File: config.mk
export PLATFORM = sky130hd
export DESIGN_NAME = dwarf_expression_decoder
export DESIGN_NICKNAME = d
export VERILOG_FILES = /design/src/dexd_pkg.sv /design/src/dwarf_expression_decoder.sv
export SDC_FILE = /design/constraint.sdc
export NUM_CORES = 1
export LEC_CHECK = 0
export ABC_CLOCK_PERIOD_IN_PS = 9170
export BUFFER_PORTS_ARGS = -buffer_cell sky130_fd_sc_hd__buf_2
export CORE_ASPECT_RATIO = 0.9
export CORE_MARGIN = 10
export CORE_UTILIZATION = 55
export CTS_CLUSTER_DIAMETER = 50
export DETAILED_ROUTE_END_ITERATION = 10
export MAX_ROUTING_LAYER = met4
export PLACE_DENSITY_LB_ADDON = 0.05
export SYNTH_ARGS = -nofsm -noshare
export SYNTH_HDL_FRONTEND = slang
export SYNTH_SLANG_ARGS = --single-unit
File: constraint.sdc
create_clock -name clk_i -period 9.17 [get_ports clk_i]
set_clock_uncertainty 0.05 [all_clocks]
set_input_delay 1.3755 -clock clk_i [delete_from_list [all_inputs] [get_ports clk_i]]
set_output_delay 1.3755 -clock clk_i [all_outputs]
set_load 0.03 [all_outputs]
File: src/dexd_pkg.sv
// Package with the types, constants and opcode table of the DWARF expression decoder.
`default_nettype none

package dexd_pkg;

  // Width of the operand field of a result beat.
  localparam int OPERAND_OUT_W     = 64;
  // Default for the operand arithmetic width of the decoder.
  localparam int OPERAND_WIDTH_DEF = 64;
  // Bit position counter: covers 8 fixed bytes and up to ten LEB128 groups.
  localparam int BIT_POS_W         = 7;
  localparam int ADDR_BYTES_W      = 4;
  localparam logic [ADDR_BYTES_W-1:0] ADDR_BYTES_RESET = 4'd8;
  localparam logic [ADDR_BYTES_W-1:0] ADDR_BYTES_MIN   = 4'd4;
  localparam logic [ADDR_BYTES_W-1:0] ADDR_BYTES_MAX   = 4'd8;

  typedef enum logic [1:0] {
    PH_OPCODE = 2'd0,
    PH_FIXED  = 2'd1,
    PH_LEB    = 2'd2,
    PH_OVER   = 2'd3
  } phase_e;

  typedef enum logic [2:0] {
    K_NONE = 3'd0,
    K_FIXU = 3'd1,
    K_FIXS = 3'd2,
    K_ULEB = 3'd3,
    K_SLEB = 3'd4,
    K_BAD  = 3'd5
  } kind_e;

  typedef enum logic [1:0] {
    ERR_OK       = 2'd0,
    ERR_UNSUP    = 2'd1,
    ERR_LEB_LONG = 2'd2,
    ERR_TRUNC    = 2'd3
  } err_e;

  typedef struct packed {
    kind_e                   kind;
    logic [ADDR_BYTES_W-1:0] size;
  } op_class_t;

  // Operand form of an opcode; size is the byte count of fixed forms.
  function automatic op_class_t classify(input logic [7:0] op,
                                         input logic [ADDR_BYTES_W-1:0] addr_bytes);
    op_class_t c;
    c.kind = K_BAD;
    c.size = '0;
    if (op inside {[8'h30:8'h6f]}) begin
      c.kind = K_NONE;
    end else if (op inside {[8'h70:8'h8f]}) begin
      c.kind = K_SLEB;
    end else begin
      case (op)
        8'h06, 8'h12, 8'h13, 8'h14, 8'h16, 8'h17, 8'h18, 8'h19, 8'h1a,
        8'h1b, 8'h1c, 8'h1d, 8'h1e, 8'h1f, 8'h20, 8'h21, 8'h22, 8'h24,
        8'h25, 8'h26, 8'h27, 8'h29, 8'h2a, 8'h2b, 8'h2c, 8'h2d, 8'h2e,
        8'h96, 8'h97, 8'h9b, 8'h9c: c.kind = K_NONE;
        8'h08, 8'h15, 8'h94, 8'h95: begin
          c.kind = K_FIXU; c.size = 4'd1;
        end
        8'h09: begin
          c.kind = K_FIXS; c.size = 4'd1;
        end
        8'h0a: begin
          c.kind = K_FIXU; c.size = 4'd2;
        end
        8'h0b, 8'h28, 8'h2f: begin
          c.kind = K_FIXS; c.size = 4'd2;
        end
        8'h0c: begin
          c.kind = K_FIXU; c.size = 4'd4;
        end
        8'h0d: begin
          c.kind = K_FIXS; c.size = 4'd4;
        end
        8'h0e: begin
          c.kind = K_FIXU; c.size = 4'd8;
        end
        8'h0f: begin
          c.kind = K_FIXS; c.size = 4'd8;
        end
        8'h03: begin
          // Address operand, size clamped to the supported range.
          c.kind = K_FIXU;
          if (addr_bytes < ADDR_BYTES_MIN) begin
            c.size = ADDR_BYTES_MIN;
          end else if (addr_bytes > ADDR_BYTES_MAX) begin
            c.size = ADDR_BYTES_MAX;
          end else begin
            c.size = addr_bytes;
          end
        end
        8'h10, 8'h23: c.kind = K_ULEB;
        8'h11, 8'h91: c.kind = K_SLEB;
        default: c.kind = K_BAD;
      endcase
    end
    return c;
  endfunction

endpackage

`default_nettype wire

File: src/dwarf_expression_decoder.sv
// Top level of the DWARF location expression decoder: byte stream in, instructions out.
// An input beat passes the input register and then the result register to the master side.
// Throughput: one input byte per cycle unless the output stalls, set by the single pass
// from the input register through the decode logic into the result register; a stalled
// output holds one result. Reset (rst_ni low, asynchronous) empties both registers, selects
// the opcode phase and sets the address size to eight bytes.
`default_nettype none

module dwarf_expression_decoder #(
  parameter int OPERAND_WIDTH = dexd_pkg::OPERAND_WIDTH_DEF
) (
  input  wire logic                                 clk_i,
  input  wire logic                                 rst_ni,
  // Configuration: address_bytes.
  input  wire logic                                 cfg_we_i,
  input  wire logic [dexd_pkg::ADDR_BYTES_W-1:0]    cfg_wdata_i,
  // Input stream.
  input  wire logic                                 s_axis_tvalid,
  output logic                                      s_axis_tready,
  input  wire logic [7:0]                           s_axis_tdata,   // [7:0] data_byte
  input  wire logic                                 s_axis_tlast,   // end_of_expr
  // Instruction stream.
  output logic                                      m_axis_tvalid,
  input  wire logic                                 m_axis_tready,
  output logic [dexd_pkg::OPERAND_OUT_W+7:0]        m_axis_tdata,   // [7:0] opcode,
                                                                    // [71:8] operand
  output logic [1:0]                                m_axis_tuser,   // [1:0] error_code
  output logic                                      m_axis_tlast    // last_instr
);

  import dexd_pkg::*;

  // A LEB128 longer than this many groups cannot fit the operand width.
  localparam int MAX_GROUPS = (OPERAND_WIDTH + 6) / 7;
  localparam int LEB_LIMIT  = 7 * MAX_GROUPS;
  localparam int IDX_W      = $clog2(OPERAND_WIDTH);

  // Configuration register.
  logic [ADDR_BYTES_W-1:0] addr_bytes_q;

  always_ff @(posedge clk_i or negedge rst_ni) begin
    if (!rst_ni) begin
      addr_bytes_q <= ADDR_BYTES_RESET;
    end else if (cfg_we_i) begin
      addr_bytes_q <= cfg_wdata_i;
    end
  end

  // Input register. It is refilled in the same cycle that its beat moves on, so a
  // new byte is taken every cycle unless a result is stuck in the output register.
  logic       in_valid_q;
  logic [7:0] in_byte_q;
  logic       in_end_q;
  logic       adv;

  assign adv           = in_valid_q && (!m_axis_tvalid || m_axis_tready);
  assign s_axis_tready = !in_valid_q || adv;

  always_ff @(posedge clk_i or negedge rst_ni) begin
    if (!rst_ni) begin
      in_valid_q <= 1'b0;
    end else if (s_axis_tready) begin
      in_valid_q <= s_axis_tvalid;
    end
  end

  always_ff @(posedge clk_i) begin
    if (s_axis_tready && s_axis_tvalid) begin
      in_byte_q <= s_axis_tdata;
      in_end_q  <= s_axis_tlast;
    end
  end

  // Decoder state.
  phase_e                   phase_q, phase_d;
  logic [7:0]               held_op_q, held_op_d;
  logic                     is_signed_q, is_signed_d;
  logic [ADDR_BYTES_W-1:0]  bytes_left_q, bytes_left_d;
  logic [OPERAND_WIDTH-1:0] acc_q, acc_d;
  logic [BIT_POS_W-1:0]     bit_pos_q, bit_pos_d;

  // Shared datapath: the current byte placed at the running bit position.
  op_class_t                cls;
  logic [7:0]               payload;
  logic [OPERAND_WIDTH-1:0] acc_new;
  logic [BIT_POS_W-1:0]     bp_new;
  logic [BIT_POS_W-1:0]     bp_m1;
  logic [ADDR_BYTES_W-1:0]  bytes_dec;
  logic                     fill;
  logic [OPERAND_WIDTH-1:0] value;
  logic                     leb_room;

  assign cls       = classify(in_byte_q, addr_bytes_q);
  // Fixed operands use whole bytes, LEB128 groups drop the continuation bit.
  assign payload   = (phase_q == PH_FIXED) ? in_byte_q : {1'b0, in_byte_q[6:0]};
  assign acc_new   = acc_q | (OPERAND_WIDTH'(payload) << bit_pos_q);
  assign bp_new    = bit_pos_q + ((phase_q == PH_FIXED) ? BIT_POS_W'(8) : BIT_POS_W'(7));
  assign bp_m1     = bp_new - BIT_POS_W'(1);
  assign bytes_dec = (bytes_left_q != '0) ? bytes_left_q - ADDR_BYTES_W'(1) : '0;
  assign leb_room  = bit_pos_q < BIT_POS_W'(LEB_LIMIT);

  // Signed forms narrower than the operand width extend from their top bit.
  assign fill  = is_signed_q && (bp_new < BIT_POS_W'(OPERAND_WIDTH)) &&
                 acc_new[bp_m1[IDX_W-1:0]];
  assign value = fill ? (acc_new | ({OPERAND_WIDTH{1'b1}} << bp_new)) : acc_new;

  // Next state.
  always_comb begin
    phase_d      = phase_q;
    held_op_d    = held_op_q;
    is_signed_d  = is_signed_q;
    bytes_left_d = bytes_left_q;
    acc_d        = acc_q;
    bit_pos_d    = bit_pos_q;
    if (adv) begin
      case (phase_q)
        PH_OPCODE: begin
          if (cls.kind != K_NONE && cls.kind != K_BAD) begin
            held_op_d    = in_byte_q;
            is_signed_d  = (cls.kind == K_FIXS) || (cls.kind == K_SLEB);
            bytes_left_d = cls.size;
            acc_d        = '0;
            bit_pos_d    = '0;
            if (in_end_q) begin
              phase_d = PH_OPCODE;
            end else if (cls.kind == K_FIXU || cls.kind == K_FIXS) begin
              phase_d = PH_FIXED;
            end else begin
              phase_d = PH_LEB;
            end
          end
        end
        PH_FIXED: begin
          acc_d        = acc_new;
          bit_pos_d    = bp_new;
          bytes_left_d = bytes_dec;
          if (bytes_dec == '0 || in_end_q) begin
            phase_d = PH_OPCODE;
          end
        end
        PH_LEB: begin
          if (leb_room) begin
            acc_d     = acc_new;
            bit_pos_d = bp_new;
            if (!in_byte_q[7] || in_end_q) begin
              phase_d = PH_OPCODE;
            end
          end else if (!in_byte_q[7] || in_end_q) begin
            phase_d = PH_OPCODE;
          end else begin
            phase_d = PH_OVER;
          end
        end
        PH_OVER: begin
          if (!in_byte_q[7] || in_end_q) begin
            phase_d = PH_OPCODE;
          end
        end
        default: phase_d = PH_OPCODE;
      endcase
    end
  end

  // Result of the current beat.
  logic                     emit;
  logic [7:0]               res_op;
  logic [OPERAND_WIDTH-1:0] res_val;
  logic                     res_signed;
  err_e                     res_err;
  logic                     res_last;

  always_comb begin
    emit       = 1'b0;
    res_op     = held_op_q;
    res_val    = '0;
    res_signed = 1'b0;
    res_err    = ERR_OK;
    res_last   = in_end_q;
    case (phase_q)
      PH_OPCODE: begin
        res_op = in_byte_q;
        if (cls.kind == K_BAD) begin
          emit    = 1'b1;
          res_err = ERR_UNSUP;
        end else if (cls.kind == K_NONE) begin
          emit = 1'b1;
        end else if (in_end_q) begin
          // Operation cut off right after its opcode.
          emit    = 1'b1;
          res_err = ERR_TRUNC;
        end
      end
      PH_FIXED: begin
        if (bytes_dec == '0) begin
          emit       = 1'b1;
          res_val    = value;
          res_signed = is_signed_q;
        end else if (in_end_q) begin
          emit    = 1'b1;
          res_err = ERR_TRUNC;
        end
      end
      PH_LEB: begin
        if (leb_room) begin
          if (!in_byte_q[7]) begin
            emit       = 1'b1;
            res_val    = value;
            res_signed = is_signed_q;
          end else if (in_end_q) begin
            emit    = 1'b1;
            res_err = ERR_TRUNC;
          end
        end else if (!in_byte_q[7] || in_end_q) begin
          emit    = 1'b1;
          res_err = ERR_LEB_LONG;
        end
      end
      PH_OVER: begin
        if (!in_byte_q[7] || in_end_q) begin
          emit    = 1'b1;
          res_err = ERR_LEB_LONG;
        end
      end
      default: emit = 1'b0;
    endcase
  end

  always_ff @(posedge clk_i or negedge rst_ni) begin
    if (!rst_ni) begin
      phase_q <= PH_OPCODE;
    end else begin
      phase_q <= phase_d;
    end
  end

  always_ff @(posedge clk_i) begin
    held_op_q    <= held_op_d;
    is_signed_q  <= is_signed_d;
    bytes_left_q <= bytes_left_d;
    acc_q        <= acc_d;
    bit_pos_q    <= bit_pos_d;
  end

  // Output register: filled by a beat that completes an instruction, emptied when taken.
  logic [OPERAND_OUT_W-1:0] operand_ext;

  assign operand_ext = res_signed ? OPERAND_OUT_W'($signed(res_val))
                                  : OPERAND_OUT_W'(res_val);

  always_ff @(posedge clk_i or negedge rst_ni) begin
    if (!rst_ni) begin
      m_axis_tvalid <= 1'b0;
    end else if (adv) begin
      m_axis_tvalid <= emit;
    end else if (m_axis_tready) begin
      m_axis_tvalid <= 1'b0;
    end
  end

  always_ff @(posedge clk_i) begin
    if (adv && emit) begin
      m_axis_tdata <= {operand_ext, res_op};
      m_axis_tuser <= res_err;
      m_axis_tlast <= res_last;
    end
  end

endmodule

`default_nettype wire

* After elaboration in Yosys (flattened, before gate mapping)
Index checks and enable logic that the tools add are counted.
Word-level totals: bits in registers 176, latch bits 0, memory bits (writable) 0, ROM bits 0, bits of input ports 18, output and inout bits 77, word-level logic and storage cells 181, memories kept 0
Cells by class: add/sub/neg operators 3, $mul 0, divide/modulo/power cells 0, magnitude comparators 9, equal/unequal tests 60, shift-type cells 2, muxes and demuxes 53, bitwise gates (word level) 2, reduce and logical (&&, ||, !) cells 38
Operators by type and width (number):
- 2-to-1 mux 64 bit | 6
- case mux 64 bit (3 select lines) | 1
- equality test 8 x 5 -> 1 bit (second input constant) | 16
- equality test 8 x 6 -> 1 bit (second input constant) | 16
- OR 64 bit | 2
- case mux 64 bit (2 select lines) | 1
- equality test 8 x 4 -> 1 bit (second input constant) | 8
- left shift 64 x 7 -> 64 bit (first input constant) | 1
- left shift 8 x 7 -> 64 bit | 1
- equality test 8 bit (second input constant) | 7
- OR reduction 31 bit | 1
- 2-to-1 mux 2 bit | 14
- 2-to-1 mux 4 bit | 7
- case mux 7 bit (3 select lines) | 1
- case mux 4 bit (5 select lines) | 1
- 2-to-1 mux 8 bit | 2
- case mux 2 bit (4 select lines) | 2
- case mux 3 bit (5 select lines) | 1
- < comparator 7 bit (second input constant) | 2
- 2-to-1 mux 7 bit | 2
- 2-to-1 mux 1 bit | 10
- AND reduction 3 bit | 3
- equality test 8 x 2 -> 1 bit (second input constant) | 1
- equality test 8 x 3 -> 1 bit (second input constant) | 1
- 37 further kinds | 60

* Longest topological paths before layout
depth after elaboration 11, gate-level depth with buffers 21, depth with buffers taken out 17

* Least setup slack after synthesis
Ideal clock, no wire load.
kind register to register, from reg in_byte_q[5], to reg acc_q[0] (enable), library setup time 675 ps, data arrival time 8913 ps, required time 8445 ps, setup slack -468 ps, cell stages (with the launch flop) 10, path buffers 1, clock period less this slack 9638 ps, cells stage by stage edfxtp_1 -> clkbuf_1 -> or4b_2 -> o21ai_0 -> and3_1 -> nor4_1 -> a21oi_1 -> xnor2_1 -> and3_1 -> nor4_1
Between the ends: cells in the longest elaborated chain, start to end 9, elaborated cells between the ends (all ways) 68, those cells by class 4 x order compare; 51 x eq/ne; 3 x mux; 10 x reduce/logical
Ends and longest elaborated chain:
- start: declaration | line dwarf_expression_decoder.sv:52 | logic [7:0] in_byte_q;
- start signal: assignment | line dwarf_expression_decoder.sv:69 | in_byte_q <= s_axis_tdata;
- equality test 8 x 3 -> 1 bit (tied with other cells) | line dexd_pkg.sv:56 | case (op)
- OR reduction 31 bit (tied with other cells) | line dexd_pkg.sv:56
- case mux 3 bit (5 select lines) | line dexd_pkg.sv:56
- 2-to-1 mux 3 bit | line dexd_pkg.sv:53 | end else if (op inside {[8'h70:8'h8f]}) begin
- 2-to-1 mux 3 bit (*) | line dexd_pkg.sv:51 | if (op inside {[8'h30:8'h6f]}) begin
- != test 3 bit or nonzero test 3 bit (tied branches) | line dwarf_expression_decoder.sv:118 | if (cls.kind != K_NONE && cls.kind != K_BAD) begin
- logical AND 1 bit (*) | line dwarf_expression_decoder.sv:118
- != test 2 bit (no source line) (*)
- AND reduction 4 bit (no source line) (*)
- end signal: assignment | line dwarf_expression_decoder.sv:240 | acc_q <= acc_d;
- end: declaration | line dwarf_expression_decoder.sv:79 | logic [OPERAND_WIDTH-1:0] acc_q, acc_d;
Mark *: on every way between the ends. The rest lies on a longest branch, timed or not. A chain may end at the register's enable or synchronous reset.

* Worst setup path after layout
from reg phase_q[1], to reg m_axis_tdata[16] (netlist bit) (data pin)
Between the ends: cells in the longest elaborated chain, start to end 11, elaborated cells between the ends (all ways) 20, those cells by class 2 x add/sub; 1 x order compare; 2 x eq/ne; 2 x shift; 9 x mux; 2 x bitwise; 2 x reduce/logical
Ends and longest elaborated chain:
- start: declaration | line dwarf_expression_decoder.sv:75 | phase_e phase_q, phase_d;
- start signal: assignment | line dwarf_expression_decoder.sv:232 | phase_q <= phase_d;
- equality test 2 x 1 -> 1 bit (*) | line dwarf_expression_decoder.sv:97 | assign bp_new = bit_pos_q + ((phase_q == PH_FIXED) ? BIT_POS_W'(8) : BIT_POS_W'(7));
- 2-to-1 mux 4 bit (*) | line dwarf_expression_decoder.sv:97
- adder 7 x 4 -> 7 bit (*) | line dwarf_expression_decoder.sv:97
- named net bp_new[1] | line dwarf_expression_decoder.sv:86 | logic [BIT_POS_W-1:0] bp_new;
- subtractor 6 x 1 -> 6 bit | line dwarf_expression_decoder.sv:98 | assign bp_m1 = bp_new - BIT_POS_W'(1);
- binary-select mux 1 bit (select 6 bit) | line dwarf_expression_decoder.sv:104 | acc_new[bp_m1[IDX_W-1:0]];
- 2-to-1 mux 1 bit (implied by the code) | line dwarf_expression_decoder.sv:104
- logical AND 1 bit | line dwarf_expression_decoder.sv:103 | assign fill = is_signed_q && (bp_new < BIT_POS_W'(OPERAND_WIDTH)) &&
- 2-to-1 mux 64 bit (*) | line dwarf_expression_decoder.sv:105 | assign value = fill ? (acc_new | ({OPERAND_WIDTH{1'b1}} << bp_new)) : acc_new;
- 2-to-1 mux 64 bit | line dwarf_expression_decoder.sv:205 | if (!in_byte_q[7]) begin
- 2-to-1 mux 64 bit | line dwarf_expression_decoder.sv:204 | if (leb_room) begin
- case mux 64 bit (2 select lines) (*) | line dwarf_expression_decoder.sv:179 | case (phase_q)
- named net operand_ext[8] | line dwarf_expression_decoder.sv:245 | logic [OPERAND_OUT_W-1:0] operand_ext;
- end signal: assignment | line dwarf_expression_decoder.sv:262 | m_axis_tdata <= {operand_ext, res_op};
- end: declaration | line dwarf_expression_decoder.sv:25 | output logic [dexd_pkg::OPERAND_OUT_W+7:0] m_axis_tdata,
The timed path passes the listed nets; every way through them passes the cells marked *. The select of a mux whose other input is x is not followed.

==> metrics.md <==
| Metric | Value |
|---|---|
| Yosys Warn Count | 0 |
| Synth cell types | 89 |
| Initial antenna violation count | 2 |
| Status | completed |
| EDFF count, synth | 168 |
| Fmax | approximately 0.17 GHz |
| Grt ovf | 0 |
| Final setup fails | 0 |
| Crit path launch type | flip-flop |
| Crit. End Element | flip-flop |
| Crit path DAT | about 6.2 ns |
| Max-Cap Viols | 0 |
| Final Util | 63.0% |
| Clk buf depth | 2 |
| DRT Wirelength | between 30,000 and 40,000 um |
| Reg2reg start | phase_q[1] |
| RSZ-0062 raised after global routing | no |
| Core Area | about 0.019 mm^2 |
| Drt drc | 0 |
| Minimum clock period | about 6 ns |
| Worst-Margin Slew | 1.29 ns |
| Via count | 9,195 |
| Wire length of the first global-routing pass | around 53,000 um |
| Most common cell after layout, fill and taps aside | edfxtp_1 |
| HPWL after DPL | ~26,000 um |
| Final hold vios | 0 |
| Seq/Total Area, Yosys | around half |
| Crit path kind | flip-flop to flip-flop |
| I/O Buffers | 94 |
| PwrDens | roughly 430 mW/mm^2 |
| Async S/R FF share, synth | between 4 and 5% |
| WP data required | approximately 9.4 ns |
| Final cell count without fillers | around 1.3k |
| Min Hold Slack | about 0.47 ns |
| Synth Flop Type | edfxtp_1 |
| Routed length per instance | 26.4 um |
| First DRT Iteration DRCs | between 1k and 1.5k |
| Crit-path max FO | 55 |
| Synth Area per Inst | approximately 10 um^2 |
| Synth Instances | a little over 1k |
| Worst Setup SP | phase_q[1] |
| Global placer's final weighted congestion | ~1.0 |
| Mapped cell area | 0.0105 mm^2 |
| Synthesized net count | 1,058 |
| Fill count | 1,536 |
| CTS Hold Bufs | 0 |
| Setup TNS | 0 ns |
| Clk Latency, worst-skew pair | between 0.4 and 0.5 ns |
| All-Layer GR Usage | between 20 and 30% |
| Most frequent cells in the layout | edfxtp_1, nor2_1, buf_2, nand2_1, a21oi_1 |
| Peak supply drop | approximately 270 uV |
| Gates resized, CTS repair | 0 |
| HP Class | flip-flop to flip-flop |
| Rows | 47 |
| Final period util | roughly two thirds |
| Num Clock Sinks | around 180 |
| Clk root buf | clkbuf_16 |
| TritonCTS clock tree | done |
| Worst-path clk slew | approximately 0.080 ns |
| I/O Pins | 95 |
| Drt pass-1 iters | 6 |
| Layout cells sized above 1 | between 10% and 20% |
| Largest net degree at the start of global routing | 72 |
| Pleak | around 4.2 nW |
| Die height | 151 um |
| NumNets Final | around 1.1k |
| Die ar. | about 0.025 mm^2 |
| Initial Util | 56.4% |
| Post-route ant nets | 0 |
| Max-slew violation count | 0 |
| Post-CTS setup buffer count | 0 |
| Area Growth Syn to Fin | 11.7% |
| CTS buffer count | 17 |
| Hold path startpoint | addr_bytes_q[0] |
| Flops & latches, synth | between 150 and 200 |
| Dpl cells | around 1.3k |
| Via density | between 6 and 7 |
| Vias in the first global route | ~8.3k |
| Slew headroom | between 10% and 20% |
| Die X | between 150 and 200 um |
| Htree depth | 4 |
kinds of logic after synthesis:
family / synth area share, %
fa+ha+maj: 1.74
flops: 50.1
simple gates: 17.8
mux: 3.77
buf+inv: 4.20
compound gates: 21.4
xor+xnor: 0.979
where the power goes:
group	internal, mW	total [mW]	switching, mW	leakage, nW
Combinational	0.804	2.83	2.03	2.16
Clock	0.417	0.779	0.361	0.296
Sequential	1.25	1.41	0.159	1.72
routing by layer:
layer	vias up	share of wire, %	track usage (%)
li1	4038	-	-
met3	70	15	8.74
met4	0	2.2	7.72
met1	4431	43	43.4
met5	-	0	-
met2	656	40	36.9
synthesized netlist by cell type (9+ instances only):
| cell | instances | area (um^2) |
|---|---|---|
| a211oi_1 | 13 | 97.6 |
| a21oi_1 | 70 | 350 |
| a221o_1 | 11 | 110 |
| a221oi_1 | 10 | 87.6 |
| and2_1 | 40 | 250 |
| buf_2 | 10 | 50.1 |
| clkbuf_1 | 52 | 195 |
| edfxtp_1 | 168 | 5040 |
| ha_1 | 13 | 163 |
| inv_1 | 19 | 71.3 |
| mux2_2 | 20 | 225 |
| nand2_1 | 85 | 319 |
| nand2b_1 | 18 | 113 |
| nand3_1 | 25 | 125 |
| nor2_1 | 120 | 450 |
| nor2b_1 | 15 | 93.8 |
| nor3_1 | 28 | 140 |
| o21ai_0 | 30 | 150 |
| o21ai_1 | 13 | 65.1 |
| o22ai_1 | 36 | 225 |
| o31ai_1 | 27 | 203 |
| o32ai_1 | 9 | 78.8 |
state kept, by name (all words and copies together), names as in the netlist, 2 cells and up:
signal        flops
acc_q            64
addr_bytes_q      4
bit_pos_q         7
bytes_left_q      4
held_op_q         8
in_byte_q         8
m_axis_tdata     72
m_axis_tuser      2
phase_q           2
critical path: stages (launching register included):
cell	delay [ns]
dfrtp_1	0.43
inv_1	0.09
ha_1	0.35
inv_1	0.19
ha_1	0.22
inv_1	0.07
fa_1	0.84
inv_1	0.14
ha_1	0.67
inv_1	0.37
nor2_1	0.48
o211ai_1	0.21
o2111ai_1	0.17
a211oi_1	0.10
a211o_1	0.36
nand4_2	0.17
o211ai_4	0.10
buf_4	0.32
o41ai_1	0.44
final cells by class:
class,count,area [um^2],area share [%]
tap,245,307,2.62
clock buffer,17,425,3.64
antenna,2,5.00,0.0428
sequential,176,5250,44.8
inverter,23,86.3,0.738
clock inverter,15,203,1.73
timing repair buffer,112,606,5.18
multi-input combinational,753,4820,41.2
through the flow:
step | power [mW] | area (um^2) | setup WS, ns
floorplan | 3.29 | 10500 | 2.52
global placement | 4.17 | 11100 | 3.46
detailed placement | 4.16 | 11100 | 3.31
CTS | 4.94 | 11700 | 3.28
global route | 5.24 | 11700 | 2.84
finish | 5.02 | 11700 | 3.15
worst paths after layout:
kind | depth (start not counted) | slack [ns] | end
hold / removal | 1 | 0.47 | addr_bytes_q[0]
setup reg to reg | 18 | 3.15 | m_axis_tdata[16]
min in group asynchronous | 1 | 0.71 | addr_bytes_q[2]
hold reg to reg | 1 | 0.47 | addr_bytes_q[0]
setup / recovery | 18 | 3.15 | m_axis_tdata[16]
max in group asynchronous | 1 | 8.12 | addr_bytes_q[3]
No activity file was read; power rests on OpenSTA's default activity.
